<file path="config.mk">
export PLATFORM = sky130hd
export DESIGN_NAME = ctr_counter_from_index
export DESIGN_NICKNAME = d
export VERILOG_FILES = /design/src/hw/rtl/ctr_pkg.sv /design/src/hw/rtl/ctr_seed.sv /design/src/hw/rtl/ctr_lehmer_step.sv /design/src/hw/rtl/ctr_counter_from_index.sv
export SDC_FILE = /design/constraint.sdc
export NUM_CORES = 2
export LEC_CHECK = 0
export BUFFER_PORTS_ARGS = -buffer_cell sky130_fd_sc_hd__buf_2
export CAP_MARGIN = 10
export CORE_AREA = 4 4 352 614
export CTS_CLUSTER_DIAMETER = 150
export DETAILED_ROUTE_END_ITERATION = 12
export DIE_AREA = 0 0 356 618
export HOLD_SLACK_MARGIN = 0.02
export PLACE_DENSITY = 0.6
export SYNTH_ARGS = -nofsm -noshare
export SYNTH_HDL_FRONTEND = slang
export SYNTH_SLANG_ARGS = --single-unit
export TNS_END_PERCENT = 5
</file>
<file path="constraint.sdc">
create_clock -name clk -period 13.7 [get_ports clk]
set_input_delay 1.37 -clock clk [delete_from_list [all_inputs] [get_ports clk]]
set_output_delay 1.37 -clock clk [all_outputs]
set_load 0.1 [all_outputs]
</file>
<file path="src/hw/rtl/ctr_pkg.sv">
// shared types, constants and helpers for the counter-from-index generator
package ctr_pkg;

  localparam int unsigned SEED_W = 31;
  localparam int unsigned WORD_W = 32;
  localparam int unsigned PROD_W = 46;
  localparam int unsigned NUM_WORDS = 4;
  localparam int unsigned NUM_STEPS = 5;

  localparam logic [WORD_W-1:0] SEED_BASE  = 32'd23456911;
  localparam logic [SEED_W-1:0] LEHMER_MOD = 31'h7FFF_FFFF;
  localparam logic [14:0]       LEHMER_MUL = 15'd16807;

  typedef struct packed {
    logic [SEED_W-1:0]                    s;
    logic                                 err;
    logic [NUM_WORDS-1:0][WORD_W-1:0]     words;
  } item_t;

  function automatic logic [WORD_W-1:0] neg_word(input logic [SEED_W-1:0] s);
    neg_word = {WORD_W{1'b0}} - {1'b0, s};
  endfunction

endpackage

</file>
<file path="src/hw/rtl/ctr_seed.sv">
// seed stage: base offset, optional halving and range check
module ctr_seed (
  input  logic                      clk,
  input  logic                      rst,
  input  logic                      halve_large_seed,
  input  logic                      in_valid,
  output logic                      in_ready,
  input  logic [30:0]               entry_index,
  output logic                      out_valid,
  input  logic                      out_ready,
  output ctr_pkg::item_t            out_item
);

  logic [ctr_pkg::WORD_W-1:0] seed_sum;
  logic                       at_or_above;
  logic                       above;
  ctr_pkg::item_t             item_next;

  assign seed_sum    = ctr_pkg::SEED_BASE + {1'b0, entry_index};
  assign at_or_above = seed_sum >= {1'b0, ctr_pkg::LEHMER_MOD};
  assign above       = seed_sum >  {1'b0, ctr_pkg::LEHMER_MOD};
  assign in_ready    = !out_valid || out_ready;

  always_comb begin
    item_next       = '0;
    item_next.words = '0;
    if (halve_large_seed && at_or_above) begin
      item_next.s   = seed_sum[ctr_pkg::WORD_W-1:1];
      item_next.err = 1'b0;
    end else begin
      item_next.s   = seed_sum[ctr_pkg::SEED_W-1:0];
      item_next.err = !halve_large_seed && above;
    end
  end

  always_ff @(posedge clk) begin
    if (rst) begin
      out_valid <= 1'b0;
    end else if (in_ready) begin
      out_valid <= in_valid;
    end
  end

  always_ff @(posedge clk) begin
    if (in_ready && in_valid) begin
      out_item <= item_next;
    end
  end

endmodule

</file>
<file path="src/hw/rtl/ctr_lehmer_step.sv">
// one park-miller step in two stages: multiply, then mersenne fold
module ctr_lehmer_step (
  input  logic           clk,
  input  logic           rst,
  input  logic           in_valid,
  output logic           in_ready,
  input  ctr_pkg::item_t in_item,
  output logic           out_valid,
  input  logic           out_ready,
  output ctr_pkg::item_t out_item
);

  logic                        a_valid;
  logic                        a_ready;
  logic [ctr_pkg::PROD_W-1:0]  a_prod;
  ctr_pkg::item_t              a_item;
  logic [ctr_pkg::WORD_W-1:0]  fold;
  logic [ctr_pkg::WORD_W-1:0]  fold_red;
  ctr_pkg::item_t              out_item_next;

  assign in_ready = !a_valid || a_ready;
  assign a_ready  = !out_valid || out_ready;

  // 2^31 == 1 mod m, so high and low halves add
  assign fold = {17'b0, a_prod[ctr_pkg::PROD_W-1:ctr_pkg::SEED_W]}
              + {1'b0, a_prod[ctr_pkg::SEED_W-1:0]};
  assign fold_red = (fold > {1'b0, ctr_pkg::LEHMER_MOD})
                  ? fold - {1'b0, ctr_pkg::LEHMER_MOD} : fold;

  always_comb begin
    out_item_next   = a_item;
    out_item_next.s = fold_red[ctr_pkg::SEED_W-1:0];
  end

  always_ff @(posedge clk) begin
    if (rst) begin
      a_valid   <= 1'b0;
      out_valid <= 1'b0;
    end else begin
      if (in_ready) begin
        a_valid <= in_valid;
      end
      if (a_ready) begin
        out_valid <= a_valid;
      end
    end
  end

  always_ff @(posedge clk) begin
    if (in_ready && in_valid) begin
      a_prod <= {31'b0, ctr_pkg::LEHMER_MUL} * {15'b0, in_item.s};
      a_item <= in_item;
    end
    if (a_ready && a_valid) begin
      out_item <= out_item_next;
    end
  end

endmodule

</file>
<file path="src/hw/rtl/ctr_counter_from_index.sv">
// top level: index-to-counter generator, seed stage and five lehmer steps
// pipeline: 1 seed stage, then 2 register stages per lehmer step
// throughput: one beat per cycle while out_ready stays high; each step holds a multiply and a fold stage
// per-stage ready lets bubbles close up behind a stalled output
// reset: synchronous, clears all valid bits and sets halve_large_seed to 0
module ctr_counter_from_index (
  input  logic        clk,
  input  logic        rst,
  input  logic        cfg_valid,
  output logic        cfg_ready,
  input  logic        cfg_data,
  input  logic        in_valid,
  output logic        in_ready,
  input  logic [30:0] entry_index,
  output logic        out_valid,
  input  logic        out_ready,
  output logic [31:0] counter_word0,
  output logic [31:0] counter_word1,
  output logic [31:0] counter_word2,
  output logic [31:0] counter_word3,
  output logic        seed_range_error
);

  logic                    halve_large_seed;
  logic                    lnk_valid [ctr_pkg::NUM_STEPS+1];
  logic                    lnk_ready [ctr_pkg::NUM_STEPS+1];
  ctr_pkg::item_t          lnk_item  [ctr_pkg::NUM_STEPS+1];
  ctr_pkg::item_t          fed_item  [ctr_pkg::NUM_STEPS];
  ctr_pkg::item_t          last;

  assign cfg_ready = 1'b1;

  always_ff @(posedge clk) begin
    if (rst) begin
      halve_large_seed <= 1'b0;
    end else if (cfg_valid && cfg_ready) begin
      halve_large_seed <= cfg_data;
    end
  end

  ctr_seed u_seed (
    .clk              (clk),
    .rst              (rst),
    .halve_large_seed (halve_large_seed),
    .in_valid         (in_valid),
    .in_ready         (in_ready),
    .entry_index      (entry_index),
    .out_valid        (lnk_valid[0]),
    .out_ready        (lnk_ready[0]),
    .out_item         (lnk_item[0])
  );

  for (genvar i = 0; i < ctr_pkg::NUM_STEPS; i++) begin : g_step
    if (i >= 2) begin : g_word
      always_comb begin
        fed_item[i]          = lnk_item[i];
        fed_item[i].words[i-2] = ctr_pkg::neg_word(lnk_item[i].s);
      end
    end else begin : g_pass
      assign fed_item[i] = lnk_item[i];
    end

    ctr_lehmer_step u_step (
      .clk       (clk),
      .rst       (rst),
      .in_valid  (lnk_valid[i]),
      .in_ready  (lnk_ready[i]),
      .in_item   (fed_item[i]),
      .out_valid (lnk_valid[i+1]),
      .out_ready (lnk_ready[i+1]),
      .out_item  (lnk_item[i+1])
    );
  end

  assign last                              = lnk_item[ctr_pkg::NUM_STEPS];
  assign out_valid                         = lnk_valid[ctr_pkg::NUM_STEPS];
  assign lnk_ready[ctr_pkg::NUM_STEPS]     = out_ready;

  // range error forces all words to zero
  assign counter_word0    = last.err ? '0 : last.words[0];
  assign counter_word1    = last.err ? '0 : last.words[1];
  assign counter_word2    = last.err ? '0 : last.words[2];
  assign counter_word3    = last.err ? '0 : ctr_pkg::neg_word(last.s);
  assign seed_range_error = last.err;

endmodule

</file>
# Word-level counts from Yosys, hierarchy flattened
# Cells that the tools add are included.
# word_totals
ff_bits	823
input_bits	37
out_inout_bits	132
word_cells	119
# op_classes
mul	5
n_reduce_logical	36
add_sub_neg	15
magnitude_cmp	7
muxes	10
# op_table
operator	count
$mul 15x31->46 const A	5
$gt 32x31->1 const B	6
$add 15x31->32	5
$mux 32	5
$mux 31	5
$sub 31x31->31 const B	5
$sub 1x31->32 const A	4
$add 25x31->32 const A	1
$ge 32x31->1 const B	1
$logic_and 1x1->1	13
$logic_not 1->1	12
$logic_or 1x1->1	11

# Logic depth before layout (Yosys ltp)
# logic_depth
word_depth	13
ltp_mapped	24
depth_no_buf	23

# Hierarchy
# From an unflattened synthesis, not the netlist that was laid out.
# hier_totals
hier_cells	7970
area_unflattened_um2	103053.8
# modules_own_cells
module	area_each_um2	cells_each	seq_area_each_um2	instances
ctr_lehmer_step (g_step[1].u_step)	19387.3	1424	10099.7	1
ctr_lehmer_step (g_step[0].u_step)	19336.0	1442	10099.7	1
ctr_lehmer_step (g_step[3].u_step)	19282.2	1421	10099.7	1
ctr_lehmer_step (g_step[2].u_step)	19119.6	1388	10099.7	1
ctr_lehmer_step (g_step[4].u_step)	19018.2	1372	10099.7	1
ctr_seed	3667.3	421	980.9	1
ctr_counter_from_index	3243.1	502	20.0	1

# Worst setup path before layout
# OpenSTA, ideal clock, no wires.
# synth_timing
kind	input-to-reg
start	input out_ready
end	register g_step[4].u_step.a_item[0] (netlist bit), enable pin
t_arrival_ns	11.631
required_ns	12.843
setup_time_ns	0.857
path_stages	2
path_buffers	0
setup_slack_ns	1.212
cell_sequence	nor2b_1 -> a21boi_0
# synth_between
elab_chain_cells	3
# synth_lines
element	line_no	rtl
start, declared	ctr_counter_from_index.sv:16	input logic out_ready,
$logic_or 1x1->1	ctr_lehmer_step.sv:22	assign a_ready = !out_valid || out_ready;
$logic_or 1x1->1	ctr_lehmer_step.sv:21	assign in_ready = !a_valid || a_ready;
$logic_and 1x1->1	ctr_lehmer_step.sv:50	if (in_ready && in_valid) begin
end signal, assigned	ctr_lehmer_step.sv:52	a_item <= in_item;
end, declared	ctr_lehmer_step.sv:16	ctr_pkg::item_t a_item;
# No other way between the ends.
# A chain may end at the register's enable or synchronous reset.

# Worst setup path after layout
# layout_timing
start	register g_step[1].u_step.out_item[137] (netlist bit)
end	register g_step[2].u_step.a_prod[30] (netlist bit), data pin
# layout_between
elab_chain_cells	1
# layout_lines
element	line_no	rtl
start, declared	ctr_lehmer_step.sv:10	output ctr_pkg::item_t out_item
start signal, assigned	ctr_lehmer_step.sv:55	out_item <= out_item_next;
$mul 15x31->46	ctr_lehmer_step.sv:51	a_prod <= {31'b0, ctr_pkg::LEHMER_MUL} * {15'b0, in_item.s};
end signal, assigned	ctr_lehmer_step.sv:51	
end, declared	ctr_lehmer_step.sv:15	logic [ctr_pkg::PROD_W-1:0] a_prod;
# No other way between the ends.

==> key figures <==
Synthesis
  • Seq/Total Area, Yosys: 0.331
  • Unique masters post-synth: 81
  • Count of state elements after synthesis: 817
  • Ys async rst share: 0
  • Syn Std Cell Area: 73700 um2
  • Yosys warnings: 0
  • Post-synth EDFFs: 805
  • Mapped Nets: 8511
  • Prevailing post-synth register cell: edfxtp_1
  • Post-Synthesis Cells: 6696
  • Syn avg cell area: 11.0 um2

Global route
  • First-pass GRT wire length: 286000 um
  • Grt ovf: 0
  • Largest net degree at the start of global routing: 78
  • Vias in the first global route: 52100
  • Total track usage: 0.170
  • Initial antenna violation count: 1

Finish
  • Share of cells above drive strength 1: 0.0526
  • Final core utilization: 0.383
  • Most common cell after layout, fill and taps aside: inv_1
  • Fill cell count: 20700
  • P&R area growth vs syn: 9.75%
  • Fin nets: 8725
  • Commonest non-fill, non-tap cells in the layout: inv_1 (1552), ha_1 (1108), edfxtp_1 (805)
  • N_diodes: 0

Detailed routing
  • Drt total wl: 187000 um
  • ANT nets after route: 0
  • Routed WL per cell: 19.1 um
  • Vias post-DR: 47000
  • Drc violations: 0
  • DRC marker count from the first detailed-route iteration: 1832
  • Met3 routed WL: 4660 um
  • Vias per cell: 4.80
  • Highest metal used: met4
  • Metal1 wirelength: 52300 um
  • Routed wl met2: 112000 um
  • First drt pass iteration count: 8

STA
  • RSZ-0062 raised after global routing: false
  • Hold Fails Final Rpt: 0
  • Max Transition Viols Final: 0
  • Setup_tns: 0 ns
  • Worst-Margin Slew: 1.08 ns
  • Max frequency: 129 MHz
  • Final setup fails: 0
  • Final critical-path share of the clock period: 0.565
  • Slew headroom: 0.275
  • Final Critical Period: 7.74 ns
  • Worst Skew: 0.0392 ns

Worst setup path
  • WP buf/inv: 6
  • Arrival @ worst endpoint: 8.18 ns
  • Highest-delay cell along the critical path: a2111oi_0
  • Reg2reg end: g_step[2].u_step.a_prod[30]$_DFFE_PP_
  • Critical path's largest stage delay: 0.88 ns
  • FF-to-FF setup slack: 5.96 ns
  • Critical path class: reg2reg
  • CP max FO: 6
  • Crit path max-delay family: adder cells
  • R2R Path Start: g_step[1].u_step.out_item[137]$_DFFE_PP_
  • CP startpoint kind: flop
  • CP dominant cell by count: inv_1
  • CP Cell Sequence: inv_1 > fa_1 > inv_1 > ha_1 > inv_1 > fa_1 > inv_1 > ha_1 > fa_1 > inv_1 > fa_1 > inv_1 > ha_1 > o21a_1 > o21ai_0 > o31a_1 > o21ai_0 > a2111oi_0 > nor4_1 > o41a_1 > nor2_1 > xnor2_1
  • Crit path required time: 14.13 ns
  • CP Capture Type: flop
  • Register-to-Register Path Depth: 22

Floorplanning
  • Initial core utilization: 0.349
  • Core footprint: 211000 um2
  • I/O pin total: 169
  • Die Height: 618 um
  • Die X: 356 um
  • Die ar.: 220000 um2
  • FP Rows: 223

Status
  • Outcome: finished clean

Hold path
  • Hold depth: 0
  • Hold EP: g_step[4].u_step.out_item[63]$_DFFE_PP_
  • Hold Crit Start: g_step[4].u_step.a_item[63]$_DFFE_PP_
  • HP Class: reg2reg

CTS
  • CTS sink count: 817
  • Htree depth: 3
  • CTS tree: done
  • Cts repair resizes: 0
  • Clk buf depth: 3
  • Clk_lat worst skew: 0.70 ns
  • Clk slew on worst S/H paths: 0.06 ns
  • CTS buffer count: 86
  • CTS root buf: clkbuf_16
  • Setup Fix Bufs, Post-CTS: 0
  • Hold bufs inserted after CTS: 0

Placement
  • Placer's final routability congestion estimate: 0.948
  • I/O Buffers: 167
  • Dpl hpwl: 162000 um

Run
  • Max-cap violations: 0
-- final cells by class --
class	instances	area, um2	share of cell area
Multi-Input combinational cell	4266	43300	0.535
Sequential cell	817	24400	0.302
Inverter	1553	5830	0.0721
Tap cell	2812	3520	0.0435
Clock buffer	97	2210	0.0274
Timing Repair Buffer	186	978	0.0121
Clock inverter	58	616	0.00761
-- cells in the mapped netlist (12+ instances only) --
master    instances  area (um2)
mux2i_1          28         280
a21oi_1         258        1290
a31oi_1          29         181
inv_1          1552        5830
nor4_1           27         169
nor2b_1         142         888
a211oi_1         22         165
o211ai_1         22         165
o21ai_0         126         631
nand2b_1         44         275
edfxtp_1        805       24200
nand4_1          57         357
nor3_1           70         350
and3_1           66         413
o21bai_1         55         413
or3_1            19         119
clkbuf_1         52         195
and2_1           28         175
xnor2_1         392        3430
ha_1           1108       13900
fa_1            670       13400
a21o_1          135        1010
nand3_1         140         701
o31ai_1          19         143
o21a_1           29         218
xor2_1          139        1220
dfxtp_1          12         240
nand2_1         221         830
nor2_1          240         901
-- worst max-delay path by stage --
stage | startpoint | to | slack, ns | cells after the start
after floorplan | out_ready | g_step[4].u_step.a_item[0]$_DFFE_PP_ | 1.21 | 2
after global placement | g_step[1].u_step.out_item[137]$_DFFE_PP_ | g_step[2].u_step.a_prod[30]$_DFFE_PP_ | 6.10 | 22
after detailed placement | g_step[1].u_step.out_item[137]$_DFFE_PP_ | g_step[2].u_step.a_prod[30]$_DFFE_PP_ | 6.07 | 22
after CTS | g_step[1].u_step.out_item[137]$_DFFE_PP_ | g_step[2].u_step.a_prod[30]$_DFFE_PP_ | 6.07 | 22
after global routing | g_step[1].u_step.out_item[137]$_DFFE_PP_ | g_step[2].u_step.a_prod[30]$_DFFE_PP_ | 5.85 | 22
final | g_step[1].u_step.out_item[137]$_DFFE_PP_ | g_step[2].u_step.a_prod[30]$_DFFE_PP_ | 5.96 | 22
-- kinds of logic (layout without fill, tap and decap cells) --
family	count (synthesis)	after routing	synth area share
muxes	33	33	0.00457
xor gates and xnor gates	531	531	0.0631
DFF	817	817	0.331
AOI/OAI and AO/OA	816	816	0.0721
adders and majority gates	1778	1778	0.370
buffers and inverters	1613	1894	0.0826
other	1	1	0.0000509
and+or+nand+nor	1107	1107	0.0760
-- state kept, by name, indices dropped and copies added (netlist names) --
name and count:
g_step.u_step.a_item 197, g_step.u_step.a_prod 224, g_step.u_step.a_valid 5, g_step.u_step.out_item 352, g_step.u_step.out_valid 5, halve_large_seed 1, u_seed.out_item 32, u_seed.out_valid 1
-- layer usage --
layer  vias to the layer above  track usage
li1                      22600            -
met1                     23100        0.130
met2                       865        0.365
met3                       501       0.0174
met4                         0        0.136
met5                         -            0
-- through the flow --
stage	setup slack, ns	cell area, um2	hold slack (ns)	instances
5_1_grt	5.85	80900	0.416	9789
4_1_cts	6.07	80900	0.402	9789
3_3_place_gp	6.10	78000	0.401	9634
2_1_floorplan	1.21	73700	0.400	6696
6_report	5.96	80900	0.397	9789
3_5_place_dp	6.07	78000	0.405	9634
Power is left out: the tool's default activity adds up to more than one toggle a clock period on the data nets, which glitch-free logic cannot reach.
